**src/sv/tpi_pkg.sv**
```systemverilog
// Package for the timed path interpolator: payload structs, codes and state enum.
// No dependencies.
package tpi_pkg;
  localparam int MaxPoints = 256;
  localparam int IdxW = $clog2(MaxPoints);
  localparam int CntW = $clog2(MaxPoints + 1);

  typedef enum logic [1:0] {
    OP_START = 2'd0,
    OP_ADD   = 2'd1,
    OP_END   = 2'd2,
    OP_QUERY = 2'd3
  } opcode_t;

  typedef enum logic [2:0] {
    ST_OK        = 3'd0,
    ST_RECORDING = 3'd1,
    ST_FEW       = 3'd2,
    ST_NO_SEG    = 3'd3,
    ST_FULL      = 3'd4
  } status_t;

  typedef struct packed {
    opcode_t            opcode;
    logic signed [15:0] coord_x;
    logic signed [15:0] coord_y;
    logic [31:0]        now_time;
  } in_item_t;

  typedef struct packed {
    logic signed [23:0] pos_x;
    logic signed [23:0] pos_y;
    status_t            status;
    logic [8:0]         point_count;
  } out_item_t;

  typedef enum logic [3:0] {
    S_IDLE,
    S_TOT_RD,
    S_TOT_WT,
    S_MOD,
    S_SCAN_RD,
    S_SCAN_WT,
    S_SCAN_CMP,
    S_DIV,
    S_LERP_RD,
    S_LERP_WT,
    S_LERP_X,
    S_LERP_Y,
    S_DONE
  } state_t;

  typedef struct packed {
    logic        start;
    logic [47:0] dividend;
    logic [31:0] divisor;
  } div_req_t;
endpackage

```
**src/sv/tpi_divider.sv**
```systemverilog
// Restoring divider, one quotient bit a cycle, used for both the time wrap and the fraction.
// Depends on tpi_pkg.
module tpi_divider (
  input  logic              clk,
  input  logic              rst_n,
  input  tpi_pkg::div_req_t req,
  output logic              done,
  output logic [47:0]       quotient,
  output logic [31:0]       remainder
);
  import tpi_pkg::*;

  logic [47:0] q_r, q_nxt;
  logic [32:0] rem_r, rem_nxt;
  logic [31:0] dvs_r, dvs_nxt;
  logic [5:0]  cnt_r, cnt_nxt;
  logic        busy_r, busy_nxt;
  logic        done_r, done_nxt;
  logic [32:0] trial;

  always_comb begin
    q_nxt = q_r;
    rem_nxt = rem_r;
    dvs_nxt = dvs_r;
    cnt_nxt = cnt_r;
    busy_nxt = busy_r;
    done_nxt = 1'b0;
    trial = {rem_r[31:0], q_r[47]};
    if (req.start) begin
      q_nxt = req.dividend;
      rem_nxt = '0;
      dvs_nxt = req.divisor;
      cnt_nxt = 6'd48;
      busy_nxt = 1'b1;
    end else if (busy_r) begin
      if (trial >= {1'b0, dvs_r}) begin
        rem_nxt = trial - {1'b0, dvs_r};
        q_nxt = {q_r[46:0], 1'b1};
      end else begin
        rem_nxt = trial;
        q_nxt = {q_r[46:0], 1'b0};
      end
      cnt_nxt = cnt_r - 6'd1;
      if (cnt_r == 6'd1) begin
        busy_nxt = 1'b0;
        done_nxt = 1'b1;
      end
    end
  end

  always_ff @(posedge clk) begin
    if (!rst_n) begin
      busy_r <= 1'b0;
      done_r <= 1'b0;
      cnt_r <= '0;
    end else begin
      busy_r <= busy_nxt;
      done_r <= done_nxt;
      cnt_r <= cnt_nxt;
    end
    q_r <= q_nxt;
    rem_r <= rem_nxt;
    dvs_r <= dvs_nxt;
  end

  assign done = done_r;
  assign quotient = q_r;
  assign remainder = rem_r[31:0];

  a_done_pulse: assert property (@(posedge clk) disable iff (!rst_n) done_r |=> !done_r)
    else $error("divider done held for two cycles");
  a_busy_count: assert property (@(posedge clk) disable iff (!rst_n)
    busy_r |-> cnt_r != 6'd0) else $error("divider busy with zero count");
  a_done_idle: assert property (@(posedge clk) disable iff (!rst_n)
    done_r |-> !busy_r) else $error("divider done while busy");
endmodule

```
**config.mk**
```make
export PLATFORM = sky130hd
export DESIGN_NAME = tpi_divider
export DESIGN_NICKNAME = d
export VERILOG_FILES = /design/src/sv/tpi_pkg.sv /design/src/sv/tpi_divider.sv
export SDC_FILE = /design/constraint.sdc
export NUM_CORES = 1
export LEC_CHECK = 0
export ABC_AREA = 1
export ABC_CLOCK_PERIOD_IN_PS = 4200
export BUFFER_PORTS_ARGS = -buffer_cell sky130_fd_sc_hd__buf_2
export CORE_MARGIN = 5
export CORE_UTILIZATION = 45
export DETAILED_ROUTE_END_ITERATION = 16
export GPL_TIMING_DRIVEN = 0
export HOLD_SLACK_MARGIN = 0.1
export PLACE_DENSITY = 0.68
export SLEW_MARGIN = 20
export SYNTH_ARGS = -nofsm -noshare
export SYNTH_HDL_FRONTEND = slang
export SYNTH_SLANG_ARGS = --single-unit
```
**constraint.sdc**
```tcl
create_clock -name clk -period 4.2 [get_ports clk]
set_input_delay 0.84 -clock clk [delete_from_list [all_inputs] [get_ports clk]]
set_output_delay 0.84 -clock clk [all_outputs]
set_load 0.02 [all_outputs]
```
==> results.rst <==
.. list-table::
   :header-rows: 1

   * - Metric
     - Value
   * - Crit Reg-Reg Endpoint
     - rem_r[28]
   * - GR Overflow Total
     - 0
   * - Total of warnings raised by yosys
     - 0
   * - Number of buffers added for setup after CTS
     - 0
   * - Critical path launch point
     - req[80]
   * - Dpl cell area
     - 8950 um^2
   * - HPWL Detailed
     - 16800 um
   * - Proportion of synthesized chip area in sequential cells
     - roughly two fifths
   * - Final critical path time including I/O delays and setup
     - 2.86 ns
   * - Final clock period utilization by the worst path
     - roughly two thirds
   * - Design area
     - 9530 um^2
   * - Final setup violating endpoints
     - 0
   * - Pin count of the biggest net entering global routing
     - 34
   * - Final Max Slew Viols
     - 0
   * - Max Cap Viol
     - 0
   * - Pwr Density
     - 345 nW/um^2
   * - TritonCTS clock tree
     - done
   * - Cell type contributing the most total cell area after synthesis
     - sky130_fd_sc_hd__edfxtp_1
   * - Cell at the root of the clock tree
     - sky130_fd_sc_hd__clkbuf_16
   * - Slew margin rel.
     - 44.9%
   * - Required time at the endpoint of the critical path
     - 4.33 ns
   * - Final cell utilization of the core
     - between 50% and 60%
   * - Worst slack at placement
     - 0.785 ns
   * - Setup slack of the worst register-to-register path
     - between 1.5 and 2 ns
   * - Total number of vias
     - roughly 7000
   * - Reg-to-Reg Start
     - quotient[47]
   * - Result of the run
     - completed
   * - Clock network latency to the later pin of the worst-skew pair
     - 0.42 ns
   * - CTS buffer count
     - 17
   * - Antenna violations before repair
     - 1
   * - Average routed wire per standard cell
     - 14.5 um
   * - Die extent in x
     - 142 um
   * - Element type at the critical path end
     - flop
   * - Antenna diode count
     - 0
   * - Cell types occupying the most area after synthesis
     - sky130_fd_sc_hd__edfxtp_1 (31%), sky130_fd_sc_hd__nand2_1 (22%), sky130_fd_sc_hd__dfxtp_1 (10%), sky130_fd_sc_hd__inv_1 (7.7%), sky130_fd_sc_hd__ha_1 (5.4%)
   * - Avg Vias per Cell
     - 4.75
   * - Number of synthesized register bits
     - 120
   * - Area growth from synthesis to layout
     - 21.6%
   * - Htree depth
     - 4
   * - Remaining routing DRC violations
     - 0
   * - Die H
     - 142 um
   * - Gate Count Post-Synth
     - 1057
   * - Final worst clock skew
     - 0.00891 ns
   * - Number of primary I/O pins
     - 164
   * - Category of the critical setup timing path
     - primary input to flop
   * - Critical path startpoint category
     - primary input
   * - Effective utilization at floorplan
     - 45.6%
   * - Core footprint
     - ~17000 um^2
   * - Global-route usage over all layers
     - 21.8%
   * - Netlist area before placement
     - 7840 um^2
   * - Total Nets Final
     - around 1400
   * - Number of global-route vias before repair
     - 6939
   * - Share of the synthesized area in the top cell type
     - 30.7%
   * - Worst min-delay path category
     - flop to flop
   * - R2r worst-path depth
     - 15
   * - Final wirelength
     - roughly 21000 um
   * - Leak
     - between 5 and 6 nW
   * - Clock Sinks
     - 120
   * - Capturing instance or port of the critical path
     - quotient[8]
   * - Average cell area after synthesis
     - 7.41 um^2
   * - Area of the die
     - 20200 um^2
   * - Syn_nets
     - 1175
   * - Unrepaired setup endpoints after global routing
     - no
   * - Fraction of final layout cells sized beyond drive strength 1
     - between 20% and 30%
   * - Detailed Routing Iterations Pass 1
     - 5
   * - Timing-limited maximum frequency
     - 0.349 GHz
   * - Maximum buffer depth of the clock tree
     - 2
   * - Area taken by multi-input logic gates
     - 3820 um^2
   * - Commonest cells after routing, fill and taps aside
     - sky130_fd_sc_hd__nand2_1 (453), sky130_fd_sc_hd__buf_2 (164), sky130_fd_sc_hd__inv_1 (159), sky130_fd_sc_hd__edfxtp_1 (80), sky130_fd_sc_hd__nor2_1 (44)
   * - Count of buffers inserted at the top-level ports
     - 163
   * - Max rail drop VDD
     - around 0.28 mV
   * - Reg area
     - 3200 um^2
   * - Number of library cell types mapped by synthesis
     - 38
   * - Sum of negative setup slack
     - 0 ns
   * - Routability congestion estimate from global placement
     - 0.914
   * - Hold Worst Slack
     - 0.482 ns
   * - CP arrival
     - 2.99 ns
   * - Commonest non-fill, non-tap cell in the layout
     - sky130_fd_sc_hd__nand2_1
   * - Number of rows created at floorplan
     - 48
   * - Fill cell total of the finished layout
     - about 1700
   * - Tightest Pin Transition
     - 0.827 ns
   * - Detail Route Antenna Nets
     - 0
   * - Clock-pin slew of the registers on the worst-case setup and hold paths
     - 0.06 ns
   * - Highest fanout seen on the critical path
     - 33
   * - Count of endpoints failing hold in the final timing report
     - 0
   * - Global-route wire length before repair
     - 34700 um
   * - Hold_buf cts
     - 0
   * - Post_cts resized
     - 0
   * - Number of DRC markers after the initial detailed-route iteration
     - roughly 380
   * - Fin worst setup slack
     - 1.34 ns
-- how the worst min path moves through the flow --
stage | to | start | depth (start not counted)
6_report | rem_r[5] | rem_r[5] | 2
5_1_grt | rem_r[9] | rem_r[9] | 2
4_1_cts | rem_r[7] | rem_r[7] | 2
3_5_place_dp | rem_r[7] | rem_r[7] | 2
3_3_place_gp | rem_r[8] | rem_r[8] | 2
2_1_floorplan | cnt_r[0] | cnt_r[0] | 2
-- cells by family after synthesis --
kind of cell    count (synthesis)  synth area share (%)
simple gates                  665                  39.2
buf+inv                       192                  10.4
flops                         120                  40.9
fa+ha+maj                      35                  5.68
compound gates                 29                  2.01
xor+xnor                       16                  1.79
-- through the flow --
stage | total power [W] | instances
3_5_place_dp | 0.00187 | 1446
5_1_grt | 0.00343 | 1477
4_1_cts | 0.00332 | 1477
6_report | 0.00329 | 1477
3_3_place_gp | 0.00186 | 1445
2_1_floorplan | 0.00170 | 1057
-- worst max-delay path, cell delays in order --
cell                       delay [ns]
sky130_fd_sc_hd__buf_2           0.63
sky130_fd_sc_hd__clkbuf_1        0.29
sky130_fd_sc_hd__nor2_1          0.19
sky130_fd_sc_hd__clkbuf_1        0.29
sky130_fd_sc_hd__inv_2           0.45
sky130_fd_sc_hd__buf_12          0.25
-- registers in the layout, indices dropped and copies added, names as in the netlist --
register,count
quotient,48
dvs_r,32
rem_r,32
cnt_r,6
busy_r,1
done,1
-- Yosys cell counts --
master                     instances
sky130_fd_sc_hd__dfxtp_1          40
sky130_fd_sc_hd__nor2_4            5
sky130_fd_sc_hd__or4_1             1
sky130_fd_sc_hd__nand3b_1         41
sky130_fd_sc_hd__clkbuf_1         12
sky130_fd_sc_hd__buf_2             1
sky130_fd_sc_hd__buf_1             2
sky130_fd_sc_hd__o21ai_0           3
sky130_fd_sc_hd__clkinv_1          1
sky130_fd_sc_hd__edfxtp_1         80
sky130_fd_sc_hd__nor3_4            1
sky130_fd_sc_hd__a211oi_1          1
sky130_fd_sc_hd__nand2_4           2
sky130_fd_sc_hd__nor2_1           44
sky130_fd_sc_hd__buf_12            3
sky130_fd_sc_hd__nand3_1          31
sky130_fd_sc_hd__fa_1              1
sky130_fd_sc_hd__buf_6             3
sky130_fd_sc_hd__inv_2             4
sky130_fd_sc_hd__ha_1             34
sky130_fd_sc_hd__o31ai_1           1
sky130_fd_sc_hd__nand3_2          21
sky130_fd_sc_hd__xnor2_1          14
sky130_fd_sc_hd__xor2_1            2
sky130_fd_sc_hd__buf_4             6
sky130_fd_sc_hd__and2_1            5
sky130_fd_sc_hd__and3_1            1
sky130_fd_sc_hd__a31oi_1           2
sky130_fd_sc_hd__nand2_8           1
sky130_fd_sc_hd__o21bai_1          2
sky130_fd_sc_hd__nor3_1            6
sky130_fd_sc_hd__inv_1           160
sky130_fd_sc_hd__nand4_1           4
sky130_fd_sc_hd__nand2_2          43
sky130_fd_sc_hd__a21oi_1          20
sky130_fd_sc_hd__nor2_2            5
sky130_fd_sc_hd__nor2_8            1
sky130_fd_sc_hd__nand2_1         453
-- layout make-up --
type,count,area share (%)
multi-input cells,745,40.1
flip-flops and latches,120,33.6
repair buffers,164,8.77
inverters,165,6.50
clock buffers,17,4.46
well taps,225,2.95
plain buffers,27,2.06
clock inverters,14,1.56
-- per-layer routing --
layer	routed length (um)	GRT usage (%)	vias to the layer above
met4	361	6.46	2
met2	10000	36.6	216
li1	-	-	3635
met5	7	0	-
met1	9190	26.4	3133
met3	1820	8.03	32
-- report_power, final --
part	internal, W	switching (W)
clock	0.000872	0.000577
combinational	0.000150	0.000293
sequential	0.00136	0.0000424
(Power assumes the default switching activity.)
